**config.mk**
```make
export PLATFORM = sky130hd
export DESIGN_NAME = bitmap_set_check_find_free_core_flat
export DESIGN_NICKNAME = d
export VERILOG_FILES = /design/src/design/bscf_pkg.sv /design/src/design/bscf_req_if.sv /design/src/design/bscf_rsp_if.sv /design/src/design/bscf_cfg_if.sv /design/src/design/bscf_ram.sv /design/src/design/bitmap_set_check_find_free_core.sv /design/src/flat_wrapper.sv
export VERILOG_INCLUDE_DIRS = /design/src /design/src/design
export SDC_FILE = /design/constraint.sdc
export NUM_CORES = 2
export LEC_CHECK = 0
export ABC_AREA = 1
export BUFFER_PORTS_ARGS = -buffer_cell sky130_fd_sc_hd__buf_4
export CAP_MARGIN = 15
export CORE_ASPECT_RATIO = 1.75
export CORE_MARGIN = 2
export CORE_UTILIZATION = 45
export DETAILED_ROUTE_END_ITERATION = 16
export MAX_ROUTING_LAYER = met4
export PLACE_DENSITY = 0.64
export SLEW_MARGIN = 25
export SYNTH_ARGS = -nofsm -noshare
export SYNTH_HDL_FRONTEND = slang
export SYNTH_SLANG_ARGS = --single-unit
```
**constraint.sdc**
```tcl
create_clock -name clk -period 9.5 [get_ports clk]
set_clock_uncertainty 0.05 [all_clocks]
set_input_delay 1.9 -clock clk [delete_from_list [all_inputs] [get_ports clk]]
set_output_delay 1.9 -clock clk [all_outputs]
set_load 0.02 [all_outputs]
```
**src/design/assert_macros.svh**
```systemverilog
// Assertion macros shared by the bitmap allocator RTL.
`ifndef ASSERT_MACROS_SVH
`define ASSERT_MACROS_SVH
`ifndef SYNTHESIS
// Same-cycle implication, checked outside reset.
`define ASSERT_IMP(lbl, clk, rst, ante, cons) \
  lbl: assert property (@(posedge clk) disable iff (rst) (ante) |-> (cons)) \
    else $error("assertion failed");
// Next-cycle implication, checked outside reset.
`define ASSERT_NXT(lbl, clk, rst, ante, cons) \
  lbl: assert property (@(posedge clk) disable iff (rst) (ante) |=> (cons)) \
    else $error("assertion failed");
`else
`define ASSERT_IMP(lbl, clk, rst, ante, cons)
`define ASSERT_NXT(lbl, clk, rst, ante, cons)
`endif
`endif

```
**src/design/bscf_pkg.sv**
```systemverilog
// Shared types and constants of the bitmap allocator.
package bscf_pkg;

  localparam int MAP_BITS_DEF  = 4096;
  localparam int WORD_BITS_DEF = 64;

  localparam int CMD_W = 2;
  localparam int IDX_W = 12;
  localparam int CFG_W = 13;

  localparam logic [CFG_W-1:0] BITS_IN_USE_RST = CFG_W'(4096);

  localparam logic [CMD_W-1:0] CMD_WRITE = 2'd0;
  localparam logic [CMD_W-1:0] CMD_READ  = 2'd1;
  localparam logic [CMD_W-1:0] CMD_FIND  = 2'd2;

  typedef enum logic [2:0] {
    ST_CLEAR,
    ST_IDLE,
    ST_RMW,
    ST_SCAN,
    ST_RESULT
  } state_t;

endpackage

```
**src/design/bscf_req_if.sv**
```systemverilog
// Command channel of the bitmap allocator.
interface bscf_req_if;
  import bscf_pkg::*;

  logic             valid;
  logic             ready;
  logic [CMD_W-1:0] command;
  logic [IDX_W-1:0] bit_index;
  logic             bit_value;

  modport source (output valid, command, bit_index, bit_value, input ready);
  modport sink   (input valid, command, bit_index, bit_value, output ready);
endinterface

```
**src/design/bscf_rsp_if.sv**
```systemverilog
// Result channel of the bitmap allocator.
interface bscf_rsp_if;
  import bscf_pkg::*;

  logic             valid;
  logic             ready;
  logic             bit_state;
  logic [IDX_W-1:0] free_index;
  logic             found;
  logic             range_error;

  modport source (output valid, bit_state, free_index, found, range_error, input ready);
  modport sink   (input valid, bit_state, free_index, found, range_error, output ready);
endinterface

```
**src/design/bscf_cfg_if.sv**
```systemverilog
// Configuration write channel of the bitmap allocator.
interface bscf_cfg_if;
  import bscf_pkg::*;

  logic             valid;
  logic             ready;
  logic [CFG_W-1:0] bits_in_use;

  modport source (output valid, bits_in_use, input ready);
  modport sink   (input valid, bits_in_use, output ready);
endinterface

```
**src/design/bscf_ram.sv**
```systemverilog
// Generic single-clock RAM with one write port and one registered read port.
module bscf_ram #(
  parameter int WIDTH = 8,
  parameter int DEPTH = 16
) (
  input  logic                                      clk,
  input  logic                                      we,
  input  logic [((DEPTH > 1) ? $clog2(DEPTH) : 1)-1:0] waddr,
  input  logic [WIDTH-1:0]                          wdata,
  input  logic [((DEPTH > 1) ? $clog2(DEPTH) : 1)-1:0] raddr,
  output logic [WIDTH-1:0]                          rdata
);
  logic [WIDTH-1:0] mem [DEPTH];

  always_ff @(posedge clk) begin
    if (we) begin
      mem[waddr] <= wdata;
    end
    rdata <= mem[raddr];
  end
endmodule

```
**src/design/bitmap_set_check_find_free_core.sv**
```systemverilog
// Top level of the bitmap allocator: set, check and find-first-zero over a flag map.
//
//   channel   role     fields
//   request   sink     command, bit_index, bit_value
//   response  source   bit_state, free_index, found, range_error
//   cfg       sink     bits_in_use (always ready)
//
// A read or write item reads its word, modifies it and writes it back; its result passes
// through the ST_RMW and ST_RESULT states to the response register, and the next item
// can be accepted once the state machine is back in ST_IDLE.
// A scan reads one map word per cycle from the word holding the start position, at most
// MAP_BITS / WORD_BITS words.
// After reset a clearing pass writes zero to every word while request is held not ready;
// cfg writes are taken.
// A stalled response holds its item; the next request item is still accepted, and its
// result waits in the result stage until the response register frees up.
// WORD_BITS must be a power of two.
`include "assert_macros.svh"

module bitmap_set_check_find_free_core #(
  parameter int MAP_BITS  = bscf_pkg::MAP_BITS_DEF,
  parameter int WORD_BITS = bscf_pkg::WORD_BITS_DEF
) (
  input logic        clk,
  input logic        rst,
  bscf_req_if.sink   request,
  bscf_rsp_if.source response,
  bscf_cfg_if.sink   cfg
);
  import bscf_pkg::*;

  localparam int MapWords = (MAP_BITS + WORD_BITS - 1) / WORD_BITS;
  localparam int AddrW    = (MapWords > 1) ? $clog2(MapWords) : 1;
  localparam int OffW     = $clog2(WORD_BITS);
  localparam int LenW     = ($clog2(MAP_BITS + 1) > CFG_W) ? $clog2(MAP_BITS + 1) : CFG_W;
  localparam logic [LenW-1:0]  MapLen   = LenW'(MAP_BITS);
  localparam logic [AddrW-1:0] LastAddr = AddrW'(MapWords - 1);

  // Lowest set bit of a word; the caller only uses it when the word is non-zero.
  function automatic logic [OffW-1:0] first_set(input logic [WORD_BITS-1:0] v);
    logic [OffW-1:0] p;
    p = '0;
    for (int i = WORD_BITS - 1; i >= 0; i--) begin
      if (v[i]) begin
        p = OffW'(i);
      end
    end
    return p;
  endfunction

  state_t state, state_next;

  // Configuration and control registers.
  logic [CFG_W-1:0] bits_in_use;
  logic [AddrW-1:0] clr_addr;

  // Item registers.
  logic [CMD_W-1:0] cmd;
  logic             val;
  logic [OffW-1:0]  bit_off;
  logic             first;
  logic [AddrW-1:0] word_addr;
  logic [AddrW-1:0] last_word;
  logic [OffW-1:0]  last_off;

  // Result stage.
  logic             res_bit_state;
  logic [IDX_W-1:0] res_free_index;
  logic             res_found;
  logic             res_err;

  // Memory port.
  logic                 ram_we;
  logic [AddrW-1:0]     ram_waddr;
  logic [WORD_BITS-1:0] ram_wdata;
  logic [AddrW-1:0]     ram_raddr;
  logic [WORD_BITS-1:0] ram_rdata;

  // Decode of the item at the request port.
  logic             acc;
  logic [LenW-1:0]  len;
  logic [LenW-1:0]  len_m1;
  logic [LenW-1:0]  in_idx;
  logic [AddrW-1:0] in_word;
  logic             in_rw;
  logic             in_scan;
  logic             rw_err;
  logic             scan_err;
  logic             scan_empty;
  logic             range_err_in;

  // Scan and read-modify-write datapath.
  logic [WORD_BITS-1:0] cand;
  logic                 cand_any;
  logic [IDX_W-1:0]     cand_pos;
  logic [WORD_BITS-1:0] bit_mask;
  logic                 out_free;

  bscf_ram #(
    .WIDTH (WORD_BITS),
    .DEPTH (MapWords)
  ) u_map (
    .clk   (clk),
    .we    (ram_we),
    .waddr (ram_waddr),
    .wdata (ram_wdata),
    .raddr (ram_raddr),
    .rdata (ram_rdata)
  );

  assign request.ready = (state == ST_IDLE);
  assign cfg.ready     = 1'b1;
  assign acc           = request.valid && request.ready;
  assign out_free      = !response.valid || response.ready;

  // The effective length is the configured length clamped to the map size.
  assign len     = (LenW'(bits_in_use) > MapLen) ? MapLen : LenW'(bits_in_use);
  assign len_m1  = len - LenW'(1);
  assign in_idx  = LenW'(request.bit_index);
  assign in_word = AddrW'(request.bit_index >> OffW);

  assign in_rw        = (request.command == CMD_WRITE) || (request.command == CMD_READ);
  assign in_scan      = (request.command == CMD_FIND);
  assign rw_err       = in_idx >= len;
  assign scan_err     = in_idx > len;
  assign scan_empty   = in_idx == len;
  assign range_err_in = (in_rw && rw_err) || (in_scan && scan_err);

  // Zero bits of the current word that lie inside the scan window: at or above the
  // start offset in the first word, and below the length in the last word.
  always_comb begin
    for (int b = 0; b < WORD_BITS; b++) begin
      cand[b] = !ram_rdata[b]
              && (!first || (OffW'(b) >= bit_off))
              && ((word_addr != last_word) || (OffW'(b) <= last_off));
    end
  end

  assign cand_any = |cand;
  assign cand_pos = (IDX_W'(word_addr) << OffW) | IDX_W'(first_set(cand));
  assign bit_mask = {{(WORD_BITS - 1){1'b0}}, 1'b1} << bit_off;

  always_comb begin
    state_next = state;
    ram_we     = 1'b0;
    ram_waddr  = word_addr;
    ram_wdata  = val ? (ram_rdata | bit_mask) : (ram_rdata & ~bit_mask);
    ram_raddr  = in_word;
    case (state)
      ST_CLEAR: begin
        ram_we    = 1'b1;
        ram_waddr = clr_addr;
        ram_wdata = '0;
        if (clr_addr == LastAddr) begin
          state_next = ST_IDLE;
        end
      end
      ST_IDLE: begin
        // The word of the incoming item is read while it is accepted.
        if (acc) begin
          if (in_rw && !rw_err) begin
            state_next = ST_RMW;
          end else if (in_scan && !scan_err && !scan_empty) begin
            state_next = ST_SCAN;
          end else begin
            state_next = ST_RESULT;
          end
        end
      end
      ST_RMW: begin
        ram_we     = (cmd == CMD_WRITE);
        state_next = ST_RESULT;
      end
      ST_SCAN: begin
        ram_raddr = word_addr + AddrW'(1);
        if (cand_any || (word_addr == last_word)) begin
          state_next = ST_RESULT;
        end
      end
      ST_RESULT: begin
        if (out_free) begin
          state_next = ST_IDLE;
        end
      end
      default: begin
        state_next = ST_IDLE;
      end
    endcase
  end

  always_ff @(posedge clk) begin
    if (rst) begin
      state       <= ST_CLEAR;
      clr_addr    <= '0;
      bits_in_use <= BITS_IN_USE_RST;
    end else begin
      state <= state_next;
      if (state == ST_CLEAR) begin
        clr_addr <= clr_addr + AddrW'(1);
      end
      if (cfg.valid) begin
        bits_in_use <= cfg.bits_in_use;
      end
    end
  end

  // Item and result registers carry no reset; the state machine qualifies them.
  always_ff @(posedge clk) begin
    case (state)
      ST_IDLE: begin
        if (acc) begin
          cmd            <= request.command;
          val            <= request.bit_value;
          bit_off        <= request.bit_index[OffW-1:0];
          word_addr      <= in_word;
          first          <= 1'b1;
          last_word      <= AddrW'(len_m1 >> OffW);
          last_off       <= len_m1[OffW-1:0];
          res_bit_state  <= 1'b0;
          res_free_index <= '0;
          res_found      <= 1'b0;
          res_err        <= range_err_in;
        end
      end
      ST_RMW: begin
        res_bit_state <= (cmd == CMD_WRITE) ? val : ram_rdata[bit_off];
      end
      ST_SCAN: begin
        first <= 1'b0;
        if (cand_any) begin
          res_found      <= 1'b1;
          res_free_index <= cand_pos;
        end else begin
          word_addr <= word_addr + AddrW'(1);
        end
      end
      default: begin
      end
    endcase
  end

  // Response register: loaded from the result stage once it is free.
  always_ff @(posedge clk) begin
    if (rst) begin
      response.valid <= 1'b0;
    end else if (state == ST_RESULT && out_free) begin
      response.valid <= 1'b1;
    end else if (response.ready) begin
      response.valid <= 1'b0;
    end
  end

  always_ff @(posedge clk) begin
    if (state == ST_RESULT && out_free) begin
      response.bit_state   <= res_bit_state;
      response.free_index  <= res_free_index;
      response.found       <= res_found;
      response.range_error <= res_err;
    end
  end

  // A scan never walks past the word that holds the last valid bit.
  `ASSERT_IMP(a_scan_bound, clk, rst, state == ST_SCAN, word_addr <= last_word)
  // A found position comes with neither a range error nor a bit state.
  `ASSERT_IMP(a_found_clean, clk, rst, response.valid && response.found,
              !response.range_error && !response.bit_state)
  // An out-of-range item never touches the map.
  `ASSERT_NXT(a_err_direct, clk, rst, acc && range_err_in, state == ST_RESULT && res_err)
  // A found result always lies below the effective length.
  `ASSERT_IMP(a_found_len, clk, rst, state == ST_RESULT && res_found, LenW'(res_free_index) < len)
endmodule

```
**src/flat_wrapper.sv**
```systemverilog
// flat-port wrapper written by rule: the top's interface ports become plain ports
module bitmap_set_check_find_free_core_flat import bscf_pkg::*;
#(
  parameter int MAP_BITS  = bscf_pkg::MAP_BITS_DEF,
  parameter int WORD_BITS = bscf_pkg::WORD_BITS_DEF
)
  (clk, rst, request_valid, request_command, request_bit_index, request_bit_value, request_ready, response_valid, response_bit_state, response_free_index, response_found, response_range_error, response_ready, cfg_valid, cfg_bits_in_use, cfg_ready);
  bscf_req_if request_i ();
  bscf_rsp_if response_i ();
  bscf_cfg_if cfg_i ();
  input logic clk;
  input logic rst;
  input wire logic [$bits(request_i.valid)-1:0] request_valid;
  input wire logic [$bits(request_i.command)-1:0] request_command;
  input wire logic [$bits(request_i.bit_index)-1:0] request_bit_index;
  input wire logic [$bits(request_i.bit_value)-1:0] request_bit_value;
  output wire logic [$bits(request_i.ready)-1:0] request_ready;
  output wire logic [$bits(response_i.valid)-1:0] response_valid;
  output wire logic [$bits(response_i.bit_state)-1:0] response_bit_state;
  output wire logic [$bits(response_i.free_index)-1:0] response_free_index;
  output wire logic [$bits(response_i.found)-1:0] response_found;
  output wire logic [$bits(response_i.range_error)-1:0] response_range_error;
  input wire logic [$bits(response_i.ready)-1:0] response_ready;
  input wire logic [$bits(cfg_i.valid)-1:0] cfg_valid;
  input wire logic [$bits(cfg_i.bits_in_use)-1:0] cfg_bits_in_use;
  output wire logic [$bits(cfg_i.ready)-1:0] cfg_ready;
  assign request_i.valid = request_valid;
  assign request_i.command = request_command;
  assign request_i.bit_index = request_bit_index;
  assign request_i.bit_value = request_bit_value;
  assign request_ready = request_i.ready;
  assign response_valid = response_i.valid;
  assign response_bit_state = response_i.bit_state;
  assign response_free_index = response_i.free_index;
  assign response_found = response_i.found;
  assign response_range_error = response_i.range_error;
  assign response_i.ready = response_ready;
  assign cfg_i.valid = cfg_valid;
  assign cfg_i.bits_in_use = cfg_bits_in_use;
  assign cfg_ready = cfg_i.ready;
  bitmap_set_check_find_free_core #(.MAP_BITS(MAP_BITS), .WORD_BITS(WORD_BITS)) u_core (.clk(clk), .rst(rst), .request(request_i), .response(response_i), .cfg(cfg_i));
endmodule
```
==> results.json <==
{
  "synth_fa_ha_area_share_pct": 0.112,
  "worstSetupEndpoint": "u_core.res_free_index[0]",
  "yosys.area_share.simple_pct": 7.75,
  "ys_seq_area_share_pct": 75.5,
  "antenna_left": 0,
  "grt_overflow": 0,
  "cts.sinks": 4241,
  "design_area_sq_um": 188000,
  "p_leak_uw": 0.0595,
  "p_switching_uw": 17000,
  "powerDensity_nw_per_um2": 283,
  "worstPathRequired_ps": 10230,
  "grt_pass1_vias": 106694,
  "combPwrFrac_pct": 22.5,
  "critPathKind": "reg -> reg",
  "drv_slew": 0,
  "reg2reg_to": "u_core.res_free_index[0]",
  "drcViolationCount": 0,
  "io-pin-count": 51,
  "gp_congestion": 1.01,
  "postSynthCellCount": 12963,
  "clock_path_buffers": 4,
  "drive_gt1_share_pct": 8.42,
  "via_count": 113890,
  "grt_first_pass_wirelength_mm": 783,
  "placedCellCount": 17339,
  "dominantRegCellSynth": "edfxtp_1",
  "synth_nets": 13011,
  "die-area_sq_um": 377000,
  "min_path_type": "reg -> reg",
  "synth_area_leaders": "edfxtp_1, o21ai_0, nor2_1, o22ai_1, clkbuf_1",
  "syn_area_sq_um": 168000,
  "crit_slowest_cell": "edfxtp_1",
  "cts_hold_buf": 0,
  "ctsResizeCount": 0,
  "seqPwrFrac_pct": 48.7,
  "crit_top_cell": "nand2_1",
  "viasPerCell": 6.32,
  "synth_edf_count": 4154,
  "clockPowerShare_pct": 28.8,
  "critPathLaunch": "u_core.first",
  "maxSlewHeadroom_pct": 20.9,
  "synth_cell_type_count": 50,
  "htree_levels": 5,
  "timing.rr.start": "u_core.first",
  "yosys_warnings": 0,
  "fin_crit_sh_pct": 62.3,
  "hold_viol_final": 0,
  "synth_xor_area_share_pct": 0.0575,
  "ys_seq_elements": 4241,
  "area_delta_synth_final_pct": 12.0,
  "synth_compound_area_share_pct": 14.1,
  "drv_cap": 0,
  "netSwitchingFraction_pct": 32.0,
  "end_kind": "flip-flop",
  "grt_usage_pct": 29.7,
  "min_period_ps": 5920,
  "die_w_um": 465,
  "post_cts_buffers": 0,
  "tightest_slew_ps": 1180,
  "place_area_sq_um": 176000,
  "path_clk_slew_ps": 70,
  "fillers": 31290,
  "outcome": "completed",
  "preCtsSetupSlack_ps": 3780,
  "die_h_um": 811,
  "fin_nets": 12834,
  "synth_area_leader_cell": "edfxtp_1",
  "root_buffer": "clkbuf_16",
  "fin_cells": 18009,
  "antenna_found_initial": 16,
  "row_count": 296,
  "critPathMaxStageDelay_ps": 820,
  "drt-pass1-iter-count": 6,
  "numPortBuffers": 49,
  "arrival_ps": 6650,
  "place_hpwl_mm": 305,
  "fmax_ghz": 0.169,
  "synth_top_area_share_pct": 74.4,
  "rr_worst_depth": 62,
  "initial_core_util_pct": 45.2,
  "tritoncts": "built",
  "clk_latency_ps": 960,
  "drt_iter0_markers": 14719,
  "total_power_uw": 53100,
  "setup_tns_ps": 0,
  "rsz0062_at_grt": "false",
  "hp-start": "u_core.res_free_index[6]",
  "r2r_slack_ps": 3580,
  "p_int_uw": 36100,
  "ir_drop_mv": 0.313,
  "final-setup-viol-count": 0,
  "core_sq_um": 371000,
  "synth.avg_cell_area_sq_um": 12.9,
  "critical_path_peak_fanout": 15,
  "wl_per_cell_um": 31.2,
  "cts-buffers-inserted": 362,
  "grt_max_degree": 208,
  "synthMuxAreaShare_pct": 0,
  "totalWireLength_mm": 561,
  "setup_ws_ps": 3580,
  "startpoint_type": "flip-flop",
  "synth-async-reset-ratio_pct": 0,
  "synth_top_family_by_area": "compound AO/OA/AOI/OAI gates"
}
synthesized netlist by cell type, types with 7 or more instances:
cell type  number
nor2_1       2812
o211ai_1       13
inv_2          19
nand2_1       352
inv_1         155
nor3_1         26
clkbuf_1      909
o221ai_1      272
o21ai_1         9
a22oi_1        13
o22ai_1      1030
edfxtp_1     4154
ha_1           15
o31ai_1        10
a21oi_1       103
a31oi_1        29
o21ai_0      2689
dfxtp_1        87
xor2_1          8
buf_1          23
nand3_1       158
a311oi_1       17
nand4_1         7
registers in the layout (all words and copies together), names as in the netlist, 2 cells and up:
register	cells
u_core.clr_addr	6
u_core.bit_off	6
u_core.u_map.mem	4096
u_core.state	3
u_core.response.free_index	12
u_core.res_free_index	12
u_core.word_addr	6
u_core.last_word	6
u_core.cmd	2
u_core.u_map.rdata	64
u_core.bits_in_use	13
u_core.last_off	6
power groups by stage:
stage	Clock, uW	Sequential (uW)	Combinational (uW)
global placement	0	26200	11600
global route	16000	25900	12700
finish	15300	25900	12000
detailed placement	0	26200	11800
floorplan	0	26400	6060
CTS	15400	25800	11800
metal layers:
| metal | GRT usage (%) | share of wire (%) | vias to the layer above |
|---|---|---|---|
| met1 | 34.7 | 35 | 57535 |
| li1 | - | - | 48232 |
| met3 | 4.05 | 8.8 | 1685 |
| met5 | - | 0 | - |
| met4 | 16.4 | 6.6 | 0 |
| met2 | 49.5 | 50 | 6438 |
layout make-up:
cell class	count	area [sq um]	share of cell area (%)
Clock inverter	204	2230	1.19
Inverter	179	716	0.381
Timing Repair Buffer	398	4050	2.16
Sequential cell	4241	126000	67.4
Antenna cell	12	30.0	0.0160
Clock buffer	454	9760	5.20
Multi-Input combinational cell	7604	38300	20.4
Tap cell	4917	6150	3.28
per-stage QoR:
step / utilization, % / hold WS (ps)
6_report: 50.6 / 370
5_1_grt: 50.6 / 378
4_1_cts: 50.6 / 373
3_5_place_dp: 47.3 / 355
3_3_place_gp: 47.2 / 354
2_1_floorplan: - / 350
worst max-delay path, delay by kind of cell, from the launching register on:
kind,cells,cell delay [ps]
and+or+nand+nor,59,4370
DFF,1,820
AOI/OAI and AO/OA,3,460
logic make-up (layout without fill, tap and decap cells):
kind of cell	count (synthesis)	in the layout
compound gates	4204	4204
flops	4241	4241
simple gates	3373	3373
xor+xnor	11	11
fa+ha+maj	15	15
buf+inv	1118	1235
other cells	1	13
how the worst min path moves through the flow:
stage | endpoint | slack, ps | cells after the start
6_report | u_core.response.free_index[6] | 370 | 0
5_1_grt | u_core.response.free_index[6] | 380 | 0
4_1_cts | u_core.response.free_index[6] | 370 | 0
3_5_place_dp | u_core.response.free_index[9] | 350 | 0
3_3_place_gp | u_core.response.range_error | 350 | 0
2_1_floorplan | u_core.response.bit_state | 350 | 0
cell usage in the layout, fill, tap and decap left out, types with 22 or more instances in the layout:
master | netlist | layout
o21ai_0 | 2689 | 2687
nor2_1 | 2812 | 2745
clkinv_2 | 0 | 54
buf_12 | 0 | 61
a21oi_1 | 103 | 74
clkinv_1 | 5 | 71
edfxtp_1 | 4154 | 4154
nand2_1 | 352 | 350
nand3_1 | 158 | 158
o221ai_1 | 272 | 272
dfxtp_1 | 87 | 87
clkbuf_1 | 909 | 67
a21oi_4 | 0 | 29
clkbuf_16 | 0 | 371
buf_4 | 1 | 320
bufinv_16 | 0 | 43
inv_1 | 155 | 149
nor3_1 | 26 | 22
nor2_4 | 1 | 67
o22ai_1 | 1030 | 1030
(Power assumes the default switching activity.)
